$ cat src/design/dsf_mul.sv
// two-stage unsigned multiplier, b split into two halves
// no package dependency
module dsf_mul #(
	parameter int AW = 32,
	parameter int BW = 32
) (
	input  logic            clk,
	input  logic            en,
	input  logic [AW-1:0]   a,
	input  logic [BW-1:0]   b,
	output logic [AW+BW-1:0] p
);

	localparam int BL = (BW + 1) / 2;
	localparam int BH = BW - BL;

	logic [AW+BL-1:0] lo_s1;
	logic [AW+BH-1:0] hi_s1;
	logic [AW+BW-1:0] p_s2;

	always_ff @(posedge clk) begin
		if (en) begin
			lo_s1 <= (AW+BL)'(a) * (AW+BL)'(b[BL-1:0]);
			hi_s1 <= (AW+BH)'(a) * (AW+BH)'(b[BW-1:BL]);
			p_s2  <= (AW+BW)'(lo_s1) + ((AW+BW)'(hi_s1) << BL);
		end
	end

	assign p = p_s2;

endmodule

$ cat config.mk
export PLATFORM = sky130hd
export DESIGN_NAME = dsf_mul
export DESIGN_NICKNAME = d
export VERILOG_FILES = /design/src/design/dsf_mul.sv
export SDC_FILE = /design/constraint.sdc
export NUM_CORES = 2
export LEC_CHECK = 0
export ABC_AREA = 1
export BUFFER_PORTS_ARGS = -buffer_cell sky130_fd_sc_hd__buf_2
export CAP_MARGIN = 20
export CELL_PAD_IN_SITES_DETAIL_PLACEMENT = 1
export CELL_PAD_IN_SITES_GLOBAL_PLACEMENT = 1
export CORE_UTILIZATION = 49
export DETAILED_ROUTE_END_ITERATION = 16
export PLACE_DENSITY_LB_ADDON = 0.05
export SYNTH_ARGS = -nofsm -noshare
export SYNTH_HDL_FRONTEND = slang
export SYNTH_SLANG_ARGS = --single-unit
$ cat constraint.sdc
create_clock -name clk -period 9.35 [get_ports clk]
set_input_delay 2.3375 -clock clk [delete_from_list [all_inputs] [get_ports clk]]
set_output_delay 2.3375 -clock clk [all_outputs]
set_load 0.03 [all_outputs]
## Yosys cells after proc, flatten, opt, wreduce, memory -nomap -nowiden

Index checks and enable logic that the tools add are counted.

| word-level totals | value |
|---|---|
| flip-flop bits (word level) | 160 |
| input port bits | 66 |
| logic and storage cells | 6 |

| operators by class | value |
|---|---|
| add/subtract/negate cells | 1 |
| multiply operators | 2 |

Operator list:

| kind | count |
|---|---|
| $mul 32x16->48 | 2 |
| $add 48x64->64 | 1 |

## Logic depth before layout (Yosys ltp)

| logic depth | value |
|---|---|
| depth after elaboration | 1 |
| depth in mapped cells | 28 |
| mapped depth without buffers | 27 |

## Least setup slack after synthesis

OpenSTA, ideal clock, no wires.

| timing path | value |
|---|---|
| path kind | input to register |
| start point | input a[29] |
| end point | register lo_s1[42], data pin |
| setup time | 0.252 ns |
| data arrival time | 6.990 ns |
| slack | 2.108 ns |
| stages on the path | 24 |
| path buffers | 1 |
| cell sequence | clkbuf_1 > nand2_1 > fa_1 > inv_1 > fa_1 > inv_1 > fa_1 > inv_1 > fa_1 > fa_1 > inv_1 > fa_1 > inv_1 > ha_1 > nand2_1 > inv_1 > nand2_1 > inv_1 > a21oi_1 > nor2_1 > nor2_1 > nand2_1 > nand2_1 > nand2_1 |

| on the way | value |
|---|---|
| longest elaborated chain between the ends | 1 |

RTL lines:

| element | RTL line | RTL |
|---|---|---|
| start, declared | 9 | `input logic [AW-1:0] a,` |
| $mul 32x16->48 | 23 | `lo_s1 <= (AW+BL)'(a) * (AW+BL)'(b[BL-1:0]);` |
| end signal, assigned | 23 |  |
| end, declared | 17 | `logic [AW+BL-1:0] lo_s1;` |

No other way between the ends.
A chain may end at the register's enable or synchronous reset.

## Final worst setup path

| timing path | value |
|---|---|
| start point | input a[14] |
| end point | register hi_s1[38], data pin |

| on the way | value |
|---|---|
| longest elaborated chain between the ends | 1 |

RTL lines:

| element | RTL line | RTL |
|---|---|---|
| $mul 32x16->48 | 24 | `hi_s1 <= (AW+BH)'(a) * (AW+BH)'(b[BW-1:BL]);` |
| end signal, assigned | 24 |  |
| end, declared | 18 | `logic [AW+BH-1:0] hi_s1;` |

No other way between the ends.

==> impl_metrics.toml <==
[floorplanning]
die_w_um = 301
num_rows = 109
die_h_um = 301
start_util_pct = 49.5
io_pins = 130
fp.dieArea_um2 = 90400
core_um2 = 88400

[grt]
grt_pass1_wl_um = 226000
grt_max_degree = 84
grt_antenna_before_repair = 5
grt_use_total_pct = 32.4
grt_overflow = 0
grt_pass1_vias = 40800

[logic_synthesis]
synth.distinct_cells = 29
ys_seq_area_share_pct = 11.0
yosys_warnings = 0
synth_enable_flop_cells = 160
netlist_top_cells_area = "fa_1 38%, nand2_1 18%, inv_1 15%"
yosysTopAreaCell = "fa_1"
synth_area_um2 = 43700
synth_area_per_cell_um2 = 7.34
synth_top_cell_area_share_pct = 38.3
ys_async_sr_fraction_pct = 0
ys_ff_latch = 160
syn_nets = 7134
ys.flop_type = "edfxtp_1"
synthCells = 5959

[route]
via_per_inst = 5.10
dr.pass1.iters = 5
wirelength_um = 140000
drc = 0
drt_iter0_drc = 2022
antenna_left = 0
num_vias = 36400
wl_per_cell_um = 19.6

[layout]
area_growth_pct = 5.21
mostFrequentLayoutCell = "nand2_1"
layout_common_cells = "2056 x nand2_1, 1804 x inv_1, 837 x fa_1"
num-nets-final = 7128
final_core_util_pct = 52.0
drive_above_1_share_pct = 5.01

[critical_path]
path_depth = 22
path_delay_family = "adder cells"
slowest_stage = "fa_1"
start_kind = "input port"
rr_endpoint = "p[62]$_DFFE_PP_"
worstPathRequired_ns = 9.54
crit_type = "in2reg"
critPathLaunch = "a[14]"
worstPathArrival_ns = 8.35
crit_fanout = 21
endpoint = "hi_s1[38]$_DFFE_PP_"
cp_cell_sequence = "buf_2 -> buf_4 -> nand2_1 -> fa_1 -> inv_1 -> fa_1 -> fa_1 -> fa_1 -> fa_1 -> inv_1 -> fa_1 -> inv_1 -> ha_1 -> nand2_1 -> inv_1 -> nand2_1 -> nor2_2 -> nand4_1 -> nand3_1 -> nand2_1 -> nand3_1 -> nand2_1"
rr_startpoint = "lo_s1[26]$_DFFE_PP_"
r2r_slack_ns = 6.91
rr_worst_depth = 10
slowest_delay_ns = 0.59
crit_path_end_kind = "flip-flop"
crit_buf_inv = 6
crit_path_frequent_cell = "fa_1"

[sta]
drv_slew = 0
period_minus_slack_ns = 8.16
finalSetupViolCount = 0
final_hold_viol_count = 0
tightest_slew_ns = 1.08
period_share_pct = 87.3
slew_headroom_pct = 27.9
max_freq_mhz = 123
holdWs_ns = 0.423
rsz0062_at_grt = "no"
tns_ns = 0
skew_ns = 0.0285

[clock_network]
cts.path.max_buffers = 2
clkSinkCount = 160
ctsResizeCount = 0
cts-root-buf = "clkbuf_16"
clk_latency_ns = 0.48
clk_pin_slew_ns = 0.08
post_cts_buffers = 0
cts_hold_buf = 0
tritoncts = "built"
cts_buffers = 17
cts_htree_levels = 4

[flow_run]
maxCapViolations = 0

[run_status]
status = "finished clean"

[placement]
place_congestion = 0.931
port_buffers = 129
hpwl_um = 117000

[worst_hold_path]
hold_class = "reg2reg"
-- synthesized netlist by cell type (20+ instances only) --
master,n
nor2_2,39
xor2_1,68
nand3_2,20
a21oi_1,74
fa_1,837
nand4_1,20
edfxtp_1,160
ha_1,272
nand3_1,117
nor2_1,196
nand2_1,2056
inv_1,1804
clkbuf_1,192
-- worst register-to-register path, stage by stage, from the launching register on --
cell and delay (ns):
edfxtp_1 0.54, ha_1 0.44, nand2_1 0.13, nor2_1 0.23, nand2_1 0.15, inv_1 0.08, nand2_1 0.07, nand2_1 0.22
nand2_1 0.14, nand4_1 0.11, nand2_1 0.06
-- cells by family (layout without fill, tap and decap cells) --
kind of cell	after synthesis	count (layout)	share of synthesized area, %
AOI/OAI and AO/OA	99	99	1.23
xor gates and xnor gates	81	81	1.62
adders and majority gates	1109	1109	46.1
buffers and inverters	2012	2019	17.3
DFF	160	160	11.0
other	0	2	0
and+or+nand+nor	2498	2498	22.8
-- cell type report --
cell class	instances	area, um2
Inverter	1820	6830
Tap cell	1165	1460
Multi-Input combinational cell	3787	31400
Timing Repair Buffer	167	937
Sequential cell	160	4800
Clock buffer	18	429
Antenna cell	2	5.00
Clock inverter	14	171
Fill cell	11500	42400
-- how the worst min path moves through the flow --
| stage | start | endpoint | slack [ns] | cells past startpoint |
|---|---|---|---|---|
| floorplan | lo_s1[0]$_DFFE_PP_ | p[0]$_DFFE_PP_ | 0.40 | 0 |
| global placement | lo_s1[0]$_DFFE_PP_ | p[0]$_DFFE_PP_ | 0.40 | 0 |
| detailed placement | lo_s1[0]$_DFFE_PP_ | p[0]$_DFFE_PP_ | 0.41 | 0 |
| CTS | lo_s1[3]$_DFFE_PP_ | p[3]$_DFFE_PP_ | 0.43 | 0 |
| global route | lo_s1[14]$_DFFE_PP_ | p[14]$_DFFE_PP_ | 0.44 | 0 |
| finish | lo_s1[14]$_DFFE_PP_ | p[14]$_DFFE_PP_ | 0.42 | 0 |
-- registers in the layout, summed over array words and instances (netlist names) --
signal  cells
hi_s1      48
lo_s1      48
p          64
-- metal layers --
layer	up-vias	routed length (um)	global-route usage, %
li1	16700	-	-
met1	18600	62300	44.1
met2	903	67200	55.8
met3	185	6340	2.27
met4	2	3890	9.03
met5	-	20	0
-- metrics by stage --
| stage | instances | setup slack (ns) | area, um2 |
|---|---|---|---|
| finish | 7133 | 1.19 | 46000 |
| global route | 7132 | 0.946 | 46000 |
| CTS | 7131 | 1.27 | 46000 |
| detailed placement | 7099 | 0.791 | 45400 |
| global placement | 7099 | 0.855 | 45400 |
| floorplan | 5959 | 2.11 | 43700 |
Power is left out: the tool's default activity adds up to more than one toggle a clock period on the data nets, which glitch-free logic cannot reach.
