[src/design/dsf_div.sv]
// pipelined restoring divider for num*2^(Q_W-1)/den with num <= den
// no package dependency
module dsf_div #(
	parameter int NUM_W = 33,
	parameter int Q_W   = 17
) (
	input  logic             clk,
	input  logic             en,
	input  logic [NUM_W-1:0] num,
	input  logic [NUM_W-1:0] den,
	output logic [Q_W-1:0]   quo
);

	logic [NUM_W:0]   rem_q [Q_W];
	logic [NUM_W-1:0] den_q [Q_W];
	logic [Q_W-1:0]   quo_q [Q_W];

	logic [NUM_W:0]   src_rem [Q_W];
	logic [NUM_W-1:0] src_den [Q_W];
	logic [Q_W-1:0]   src_quo [Q_W];

	logic [NUM_W:0]   nxt_rem [Q_W];
	logic [Q_W-1:0]   nxt_quo [Q_W];

	logic           take;
	logic [NUM_W:0] diff;

	always_comb begin
		src_rem[0] = {1'b0, num};
		src_den[0] = den;
		src_quo[0] = '0;
		for (int i = 1; i < Q_W; i++) begin
			src_rem[i] = rem_q[i-1];
			src_den[i] = den_q[i-1];
			src_quo[i] = quo_q[i-1];
		end
		for (int i = 0; i < Q_W; i++) begin
			take = src_rem[i] >= {1'b0, src_den[i]};
			diff = take ? src_rem[i] - {1'b0, src_den[i]} : src_rem[i];
			// remainder stays below den, so the shift cannot overflow
			nxt_rem[i] = {diff[NUM_W-1:0], 1'b0};
			nxt_quo[i] = {src_quo[i][Q_W-2:0], take};
		end
	end

	always_ff @(posedge clk) begin
		if (en) begin
			for (int i = 0; i < Q_W; i++) begin
				rem_q[i] <= nxt_rem[i];
				den_q[i] <= src_den[i];
				quo_q[i] <= nxt_quo[i];
			end
		end
	end

	assign quo = quo_q[Q_W-1];

endmodule

[config.mk]
export PLATFORM = sky130hd
export DESIGN_NAME = dsf_div
export DESIGN_NICKNAME = d
export VERILOG_FILES = /design/src/design/dsf_div.sv
export SDC_FILE = /design/constraint.sdc
export NUM_CORES = 2
export LEC_CHECK = 0
export BUFFER_PORTS_ARGS = -buffer_cell sky130_fd_sc_hd__buf_2
export CORE_ASPECT_RATIO = 1.25
export CORE_MARGIN = 8
export CORE_UTILIZATION = 50
export DETAILED_ROUTE_END_ITERATION = 10
export MAX_ROUTING_LAYER = met4
export PLACE_DENSITY = 0.66
export SYNTH_ARGS = -nofsm -noshare
export SYNTH_HDL_FRONTEND = slang
export SYNTH_SLANG_ARGS = --single-unit
export TNS_END_PERCENT = 100
[constraint.sdc]
create_clock -name clk -period 8.1 [get_ports clk]
set_clock_uncertainty 0.15 [all_clocks]
set_input_delay 0.81 -clock clk [delete_from_list [all_inputs] [get_ports clk]]
set_output_delay 0.81 -clock clk [all_outputs]
set_load 0.005 [all_outputs]
* After elaboration in Yosys (flattened, before gate mapping)
Memories as Yosys holds them, arrays and structs flattened.
Cells that the tools add are included.
** Storage, ports and cells
- Register bits :: 0
- Bits in writable memories :: 1411
- Input bits :: 68
- Output and inout port bits :: 17
- Logic and storage cells :: 56
- Memories kept :: 3
** Cells by class
- $add $sub $neg :: 17
- Magnitude comparators :: 17
- Multiplexer cells :: 19
** Memories
- den_q :: words 17, width 33, read ports 16, clocked after Yosys merged registers in 0, write ports 17, line 15 : logic [NUM_W-1:0] den_q [Q_W];
- rem_q :: words 17, width 33, read ports 16, clocked after Yosys merged registers in 0, write ports 17, line 14 : logic [NUM_W:0] rem_q [Q_W];
- quo_q :: words 17, width 17, read ports 17, clocked after Yosys merged registers in 0, write ports 17, line 16 : logic [Q_W-1:0] quo_q [Q_W];
** Operators with widths (number)
- 2-to-1 mux 33 bit :: 17
- subtractor 33 bit :: 17
- >= comparator 34 x 33 -> 1 bit :: 16
- >= comparator 33 bit :: 1
- 2-to-1 mux 1 bit :: 2

* Logic depth before layout (Yosys ltp)
An unclocked memory read counts as a cell.
- Depth in word-level cells :: 3
- Gate-level depth with buffers :: 15
- Mapped depth without buffers :: 12

* Worst setup path before layout
No wires, ideal clock.
- Path kind :: input -> register
- Start point :: input den[1]
- End point :: memory rem_q[0][14] in the netlist's numbering, data pin
- Library setup time :: 0.260 ns
- Data arrival time :: 3.311 ns
- Required time :: 7.690 ns
- Slack :: 4.379 ns
- Stages on the path :: 11
- Buffers on the path :: 1
- Cells stage by stage :: inv_1 ha_1 nor2b_1 o31a_1 nor4_2 o21ai_0 a211o_1 a32o_1 a21oi_1 buf_2 mux2_2
** RTL lines
- start, declared :: line 10 : input logic [NUM_W-1:0] den,
- end, declared :: line 14

==> impl_metrics.yaml <==
cts:
  clk_latency_ps: 780
  cts_buffers: 133
  post_cts_buffers: 0
  cts_resized: 0
  cts_sinks: 1209
  cts_root_buf: "clkbuf_16"
  cts_tree: "yes"
  postCtsHoldBufs: 0
  h-tree-depth: 4
  clk_pin_slew_ps: 60
  clk_path_buf_depth: 3
status:
  outcome: "complete, no violations"
yosys:
  synth_area_leaders: "edfxtp_1, ha_1, a21oi_1"
  synth_top_area_share_pct: 49.99
  synth_top_area_cell: "edfxtp_1"
  yosysMostFrequentCell: "edfxtp_1"
  synthDistinctLibCells: 97
  synthesis.area_um2: 72620
  synth_edf_count: 1209
  synth-seq-area-share_pct: 49.99
  ys.warnings.count: 0
  syn_inst: 6697
  ys_top_cells_by_count: "edfxtp_1, inv_1, a21oi_1"
  async_reset_ff_share_pct: 0
  synth-seq-cells: 1209
  synth.avg_cell_area_um2: 10.84
  syn_nets: 7341
  synth-main-ff-cell: "edfxtp_1"
job:
  maxCapViolCount: 0
worst_hold_path:
  hold_depth: 1
  min_path_type: "in -> reg"
drt:
  vias_per_cell: 5.703
  drtAntennaViolNets: 0
  wirelength_um: 177000
  dr.pass1.iters: 5
  drt_iter0_drc: 2376
  route.detailed.drc: 0
  num_vias: 50050
  wl_per_cell_um: 20.18
sta:
  rsz0062_at_grt: "false"
  fin_crit_ps: 4562
  maxSlewViolCount: 0
  finalSetupViolations: 0
  tns_ps: 0
  worst_slack_ps: 3538
  worst_slew_pin_slew_ps: 1197
  slew_headroom_pct: 18.10
  hold_viol: 0
  period_share_pct: 56.32
  fmax_mhz: 219.2
cells_and_area:
  seq_area_um2: 36300
  drive_gt1_share_pct: 9.013
  fillers: 12460
  multiInputGateArea_um2: 33100
  nets: 7433
  area_delta_synth_final_pct: 8.987
  n_antenna_cell: 0
floorplan:
  dieArea_um2: 157800
  initial_core_util_pct: 50.28
  die_y_um: 442.1
  rows: 156
  pin_count: 85
  die_x_um: 356.9
  core_um2: 144400
grt:
  grt_pass1_vias: 53350
  antenna_found_initial: 4
  grt_pass1_wl_um: 275100
  grtUsageTotal_pct: 22.76
  grt_max_degree: 187
  grt-ovfl-total: 0
setup_path:
  endpoint_kind: "flip-flop"
  cp_max_fo: 52
  startpoint_type: "flip-flop"
  required_ps: 8470
  worstRegToRegCells: 10
  arrival_ps: 4940
  path_class: "reg -> reg"
power_and_ir_drop:
  vdd_drop_max_uv: 229.0
  power.leakage_nw: 32.49
  power_density_nw_per_um2: 402.1
place:
  place_ws_ps: 3401
  gp_congestion: 0.9653
  place.port_buffers: 84
  hpwl_um: 138500
-- critical path, stage by stage (launching register included) --
cell,delay (ps)
edfxtp_1,400
ha_1,390
nand2_1,150
or4b_1,540
a21oi_1,410
o21ai_1,290
o221ai_2,390
o21ai_1,310
o31ai_4,270
buf_4,510
mux2_2,420
-- cells in the final DEF (no fill, tap or decap), drive strengths merged, types with 24 or more instances in the layout --
master | synthesis | layout
a211oi | 46 | 46
a21boi | 24 | 24
a21o | 262 | 262
a21oi | 602 | 602
a31oi | 71 | 71
and2 | 32 | 32
and3 | 46 | 46
buf | 47 | 123
clkbuf | 119 | 165
clkinv | 0 | 43
edfxtp | 1209 | 1209
ha | 560 | 560
inv | 699 | 709
mux2 | 250 | 250
nand2 | 414 | 414
nand2b | 73 | 73
nand3 | 122 | 122
nand4 | 90 | 90
nor2 | 424 | 424
nor2b | 81 | 81
nor3 | 100 | 100
o211ai | 27 | 27
o21a | 96 | 96
o21ai | 412 | 412
o21bai | 61 | 61
o31ai | 49 | 49
or2 | 26 | 26
or3 | 28 | 28
xnor2 | 252 | 252
xor2 | 189 | 189
-- routing by layer --
metal  up-vias  track usage (%)  wire (um)
met5         -                -          0
met4         0            16.30      14770
met3       609            2.639       4126
met2      1004            47.49     105300
met1     23690            16.95      52870
li1      24750                -          -
-- layout make-up --
type	instances	area share, %
Sequential cell	1209	45.87
Clock buffer	165	4.411
Multi-Input combinational cell	4623	41.82
Clock inverter	60	0.5675
Timing Repair Buffer	123	1.015
Tap cell	1896	2.997
Inverter	699	3.315
-- registers in the layout, summed over array words and instances, names as in the netlist --
signal	count
quo_q	153
den_q	528
rem_q	528
-- path summary, 6_finish.rpt --
path | slack, ps | to | start
setup / recovery | 3540 | rem_q[0][234] | rem_q[0][205]
hold / removal | 80 | den_q[0][29] | den[29]
setup reg to reg | 3540 | rem_q[0][234] | rem_q[0][205]
hold reg to reg | 260 | quo_q[0][87] | quo_q[0][69]
-- power by group --
| group | leakage [nW] | switching, mW | total (mW) | internal [mW] |
|---|---|---|---|---|
| clock | 1.93 | 2.44 | 5.62 | 3.18 |
| combinational | 18.8 | 9.18 | 15.9 | 6.75 |
| sequential | 11.8 | 0.838 | 10.3 | 9.44 |
-- logic make-up (layout without fill, tap and decap cells) --
group / count (synthesis) / count (layout) / share of synthesized area, %
muxes: 266 / 266 / 4.237
DFF: 1209 / 1209 / 49.99
adders and majority gates: 576 / 576 / 10.09
buffers and inverters: 865 / 1047 / 4.583
and+or+nand+nor: 1499 / 1499 / 9.800
AOI/OAI and AO/OA: 1841 / 1841 / 15.98
xor gates and xnor gates: 441 / 441 / 5.319
-- metrics by stage --
stage          cells  power [mW]  hold slack (ps)  instance area [um2]  utilization (%)
6_report        8775       31.83            83.91                79150            54.80
2_1_floorplan   6697       21.99            250.3                72620                -
3_3_place_gp    8550       25.91            250.3                75210            52.07
5_1_grt         8775       33.93            37.33                79150            54.80
4_1_cts         8775       31.93            12.34                79150            54.80
3_5_place_dp    8550       26.15            254.5                75210            52.07
Note: power is estimated with default switching activity, not from simulation.
