File: src/design/dsf_sqrt.sv
// pipelined integer square root, one root bit per stage
// no package dependency
module dsf_sqrt #(
	parameter int RAD_W = 66
) (
	input  logic                 clk,
	input  logic                 en,
	input  logic [RAD_W-1:0]     rad,
	output logic [RAD_W/2-1:0]   root
);

	localparam int ROOT_W = RAD_W / 2;
	localparam int REM_W  = ROOT_W + 2;

	logic [RAD_W-1:0]  rad_q  [ROOT_W];
	logic [REM_W-1:0]  rem_q  [ROOT_W];
	logic [ROOT_W-1:0] root_q [ROOT_W];

	logic [RAD_W-1:0]  src_rad  [ROOT_W];
	logic [REM_W-1:0]  src_rem  [ROOT_W];
	logic [ROOT_W-1:0] src_root [ROOT_W];

	logic [RAD_W-1:0]  nxt_rad  [ROOT_W];
	logic [REM_W-1:0]  nxt_rem  [ROOT_W];
	logic [ROOT_W-1:0] nxt_root [ROOT_W];

	logic [REM_W+1:0] rem_sh;
	logic [REM_W+1:0] trial;
	logic [REM_W+1:0] diff;

	always_comb begin
		src_rad[0]  = rad;
		src_rem[0]  = '0;
		src_root[0] = '0;
		for (int i = 1; i < ROOT_W; i++) begin
			src_rad[i]  = rad_q[i-1];
			src_rem[i]  = rem_q[i-1];
			src_root[i] = root_q[i-1];
		end
		for (int i = 0; i < ROOT_W; i++) begin
			// bring down the next bit pair, try root*4+1
			rem_sh = {src_rem[i], src_rad[i][RAD_W-1 -: 2]};
			trial  = {2'b00, src_root[i], 2'b01};
			diff   = rem_sh - trial;
			if (rem_sh >= trial) begin
				nxt_rem[i]  = diff[REM_W-1:0];
				nxt_root[i] = {src_root[i][ROOT_W-2:0], 1'b1};
			end else begin
				nxt_rem[i]  = rem_sh[REM_W-1:0];
				nxt_root[i] = {src_root[i][ROOT_W-2:0], 1'b0};
			end
			nxt_rad[i] = src_rad[i] << 2;
		end
	end

	always_ff @(posedge clk) begin
		if (en) begin
			for (int i = 0; i < ROOT_W; i++) begin
				rad_q[i]  <= nxt_rad[i];
				rem_q[i]  <= nxt_rem[i];
				root_q[i] <= nxt_root[i];
			end
		end
	end

	assign root = root_q[ROOT_W-1];

endmodule

File: config.mk
export PLATFORM = sky130hd
export DESIGN_NAME = dsf_sqrt
export DESIGN_NICKNAME = d
export VERILOG_FILES = /design/src/design/dsf_sqrt.sv
export SDC_FILE = /design/constraint.sdc
export NUM_CORES = 2
export LEC_CHECK = 0
export BUFFER_PORTS_ARGS = -buffer_cell sky130_fd_sc_hd__buf_2
export CORE_UTILIZATION = 55
export CTS_BUF_LIST = sky130_fd_sc_hd__clkbuf_2 sky130_fd_sc_hd__clkbuf_4 sky130_fd_sc_hd__clkbuf_8
export CTS_CLUSTER_DIAMETER = 60
export DETAILED_ROUTE_END_ITERATION = 10
export PLACE_DENSITY = 0.68
export SLEW_MARGIN = 20
export SYNTH_ARGS = -nofsm -noshare
export SYNTH_HDL_FRONTEND = slang
export SYNTH_MEMORY_MAX_BITS = 65536
export SYNTH_SLANG_ARGS = --single-unit
File: constraint.sdc
create_clock -name clk -period 7.1 [get_ports clk]
set_input_delay 0.71 -clock clk [delete_from_list [all_inputs] [get_ports clk]]
set_output_delay 0.71 -clock clk [all_outputs]
set_load 0.01 [all_outputs]
* After elaboration in Yosys (flattened, before gate mapping)
Memory sizes are Yosys's and may differ from the RTL's. Index checks and enable logic that the tools add are counted.
Operators by class: muxes and demuxes 68, magnitude comparators 33, add/subtract/negate cells 33
Operators by type and width (number):
- $ge 37x35->1 | 32
- $mux 35 | 33
- $sub 35x35->35 | 32
- $mux 1 | 35
- $sub 2x1->3 const B | 1
- $ge 2x1->1 const B | 1
Word-level totals: bits in registers 0, output and inout port bits 33, memories 3, RAM bits 4356, logic and storage cells 137, input port bits 68
Memories:
- rad_q | depth 33, bits a word 64, rd ports 32, clocked after memory_dff 0, wr ports 33, RTL line 15 | logic [RAD_W-1:0] rad_q [ROOT_W];
- rem_q | depth 33, bits a word 35, rd ports 32, clocked after memory_dff 0, wr ports 33, RTL line 16 | logic [REM_W-1:0] rem_q [ROOT_W];
- root_q | depth 33, bits a word 33, rd ports 33, clocked after memory_dff 0, wr ports 33, RTL line 17 | logic [ROOT_W-1:0] root_q [ROOT_W];

* Logic depth before layout (Yosys ltp)
An unclocked memory read counts as a cell.
depth in word-level cells 3, gate-level depth with buffers 14, gate-level depth less buffers 12

* Worst setup path before layout
Ideal clock, no wire load.
path type register -> register, start point memory rem_q[0][774] (netlist name), end point memory rem_q[0][826] (netlist name) (data pin), period minus slack after synthesis 3.657 ns, library setup time 0.260 ns, setup slack 3.443 ns, buffers on the path 1, cell stages (with the launch flop) 11, arrival 3.398 ns, required time 6.840 ns, cells stage by stage edfxtp_1 > ha_1 > a21o_1 > a21o_1 > a21oi_1 > o21ai_0 > a2111oi_0 > o31ai_1 > a211oi_1 > buf_2 > mux2_2
RTL lines (RTL line):
- start: declaration | 16

==> results <==
- The run finished with clean final reports.
- The part of the Yosys area used for sequential elements is 63.8%.
- In this run the standard cell core region covers 228000 um2.
- The first global-routing pass estimated 422 mm of wire.
- The worst hold path begins at en.
- Summed over all failing endpoints, the final setup total negative slack is 0 ps.
- Setup repair after global routing left no endpoint under its margin.
- Across the VDD grid, the largest voltage drop is 232 uV.
- The area growth from synthesis to layout is 10.9%.
- The post-layout total power is 44.6 mW.
- Along the worst path, the maximum fanout reaches 21.
- The first-pass detailed-route iteration total is 8.
- The final hold violation count is 0.
- The count of buffers added by post-CTS timing repair for setup is 0.
- The effective utilization at floorplan is 55.4%.
- In this run the worst hold path is classified as in -> reg.
- The number of buffers created by CTS is 447.
- The height of the chip is 481 um.
- Timing analysis after detailed placement gives a worst setup slack of 2460 ps.
- The post-route cell area is 140000 um2.
- Entering global routing, the biggest net connects 202 pins.
- The average cell area after synthesis is 12.7 um2.
- In the synthesized netlist the dominant register cell turns out to be edfxtp_1.
- The total instance count after detailed placement is 12900.
- Of the post-synthesis cell area, the part taken by muxes is 0.723%.
- The cell type group with the largest total delay on the critical path is simple AND/OR/NAND/NOR gates.
- The leakage power is 53.5 nW.
- Input and output buffers added on the ports amount to 100.
- The leftover overflow at the end of global routing is 0.
- The remaining antenna violation count is 0.
- The fraction of synthesis flops using an asynchronous set or reset pin is 0%.
- The weighted congestion reported at the end of routability-driven placement is 0.920.
- The area share of the largest cell type after synthesis is 63.8%.
- The number of design-rule violations left by the first detailed-router iteration is 5756.
- The total global routing track utilization is 23.1%.
- Summing every instance area after synthesis gives 126000 um2.
- For the pin with the worst max-slew slack, the measured transition is 1130 ps.
- The number of antenna violations at the first check in global routing is 6.
- The category of the worst setup path capture point is a flop.
- The critical path class is reg -> reg.
- Headroom to the max-slew limit came out at 24.5%.
- The finished layout holds 13700 standard cells, fillers aside.
- The share of the clock period used by the worst path is 65.7%.
- For the worst setup path, the data arrival time is 5430 ps.
- The signal on the critical path passes through or4_1 > or4_4 > or4_4 > or3_1 > nor3_2 > nor4b_4 > or3_1 > nor3_1 > xor2_1.
- The number of nets handed over by synthesis was 10600.
- The number of pins exceeding their max-slew limit in the final report is 0.
- The launch point of the critical path is rem_q[0][226].
- STA puts the critical path data required time at 7870 ps.
- Setup violations remaining at the end of the flow were counted as 0.
- Across all layers, the routed design uses 78200 vias.
- After Yosys synthesis, full adders, half adders and majority gates account for 5.91% of the synthesized area.
- The total routed wirelength is 271 mm.
- The startpoint identified for the worst register-to-register timing path is rem_q[0][226].
- The share of post-route cells with drive strength above 1 is 9.72%.
- The number of primary I/O pins is 101.
- The ratio of total power to cell area is 319 nW/um2.
- The worst-skew pair later-pin latency is 1110 ps.
- The die covers 231000 um2.
- The count of flip-flops with a built-in enable after synthesis is 2684.
- The cell type of the slowest stage on the worst timing path is nor4b_4.
- The largest family of logic cells by synthesized area is simple AND/OR/NAND/NOR gates.
- The via count normalized by instance count is 5.70.
- For this run, design rule violations remaining after detail routing come to 0.
- CTS saw 2684 sinks.
- The number of placement rows is 175.
- Counting distinct cell types in the post-synthesis netlist gives 88.
- The number of violations of the max-capacitance limit is 0.
- The worst clock skew on the final layout is 110 ps.
- The post-route minimum period is 4660 ps.
- After Yosys synthesis, and, or, nand and nor cells account for 10.4% of the synthesized area.
- The number of buffers between clock root and the deepest sink is 4.
- During synthesis, Yosys emitted a total of 0 warnings.
- The cell area after placement is 131000 um2.
- The critical path buffer and inverter count is 0.
- In this run, synthesis produced a sequential element count of 2684.
- In the post-synthesis netlist, the biggest area contributors are edfxtp_1 64%, ha_1 5.9%, xor2_1 3.1%, xnor2_1 2.9%, o21ai_0 2.3%.
- STA classifies the critical path startpoint as a flop.
- Of the total synthesized cell area, the portion taken by XOR and XNOR cells is 6.04%.
- The most area-hungry cell type in the Yosys netlist is edfxtp_1.
- The tree is rooted in a clkbuf_8.
- The maximum achievable frequency is 214 MHz.
- Synthesis handed over a netlist of 9906 instances.
- At the end of the flow, the number of nets in the layout was 11000.
- Measured along the x axis, the die boundary spans 481 um.
- The largest single stage delay on the critical path is 860 ps.
- In the final routed layout, each cell accounts on average for 19.7 um.
- Clock-pin slew was measured on the worst setup and hold paths at 60 ps.
- CTS built an H-tree with a depth of 5.
- The TritonCTS clock tree is done.
- The final worst-path setup slack is 2440 ps.
- Summing the areas of all compound-gate instances in the mapped netlist gives 10.1% of the synthesized area.
- The sum of net half-perimeters after detailed placement is 193 mm.
- The number of global-route vias before repair is 76800.
[layout make-up]
cell class                      instances  area, um2
Tap cell                             3009       3760
Antenna cell                            8       20.0
Timing Repair Buffer                  237       1890
Fill cell                           17800      87700
Inverter                              779       2920
Clock buffer                          577       7170
Clock inverter                        204       1610
Sequential cell                      2684      80600
Multi-Input combinational cell       6228      42000
[worst paths after layout]
path	to	slack [ps]	depth (start not counted)
max reg2reg	rem_q[0][277]	2440	9
min	rad_q[0][33]	130	1
max	rem_q[0][277]	2440	9
min reg2reg	rad_q[0][87]	380	0
[Yosys cell counts, drive strengths merged (75+ instances only)]
cell type and instances:
edfxtp 2684, o21a 116, nand2 749, or3 124
nor2 541, xnor2 420, a21oi 538, xor2 451
clkbuf 192, inv 775, nand4 112, nor3 244
nand2b 121, o21ai 591, nor4 151, or4 75
o31ai 96, a21o 271, ha 596, nand3 169
[through the flow]
stage          utilization, %  hold WS (ps)
2_1_floorplan               -           400
3_3_place_gp             57.3           400
3_5_place_dp             57.3           405
4_1_cts                  61.5          73.6
5_1_grt                  61.5          99.5
6_report                 61.5           133
[power breakdown]
part	switching [mW]	internal, mW
combinational	5.69	3.91
sequential	1.44	20.1
clock	6.02	7.52
total	13.1	31.5
[flip-flops by register name (all words and copies together) (netlist names)]
name    count
root_q    561
rem_q    1067
rad_q    1056
[cells by family after synthesis]
group	Yosys count
DFF	2684
and+or+nand+nor	2641
AOI/OAI and AO/OA	2036
buffers and inverters	994
xor gates and xnor gates	871
adders and majority gates	596
muxes	83
other	1
[routing by layer]
| metal | vias up | track usage, % | share of wire (%) |
|---|---|---|---|
| li1 | 37700 | - | - |
| met1 | 38000 | 29.8 | 43 |
| met2 | 1980 | 39.6 | 49 |
| met3 | 555 | 3.09 | 4.2 |
| met4 | 0 | 9.22 | 3.6 |
| met5 | - | 0 | 0 |
[cells in the final DEF, fill, tap and decap left out, drive strengths merged, types with 170 or more instances in the layout]
cell    synthesis  layout
edfxtp       2684    2684
a21o          271     271
nor2          541     541
nand2         749     749
nor3          244     244
a21oi         538     538
ha            596     596
xnor2         420     420
xor2          451     451
buf            23     170
clkbuf        192     577
o21ai         591     591
inv           775     783
[repair_timing]
item	CTS	global route
hold buffers	67	0
endpoints found under the hold margin	67	0
resized for setup	0	0
No activity file was read; power rests on OpenSTA's default activity.
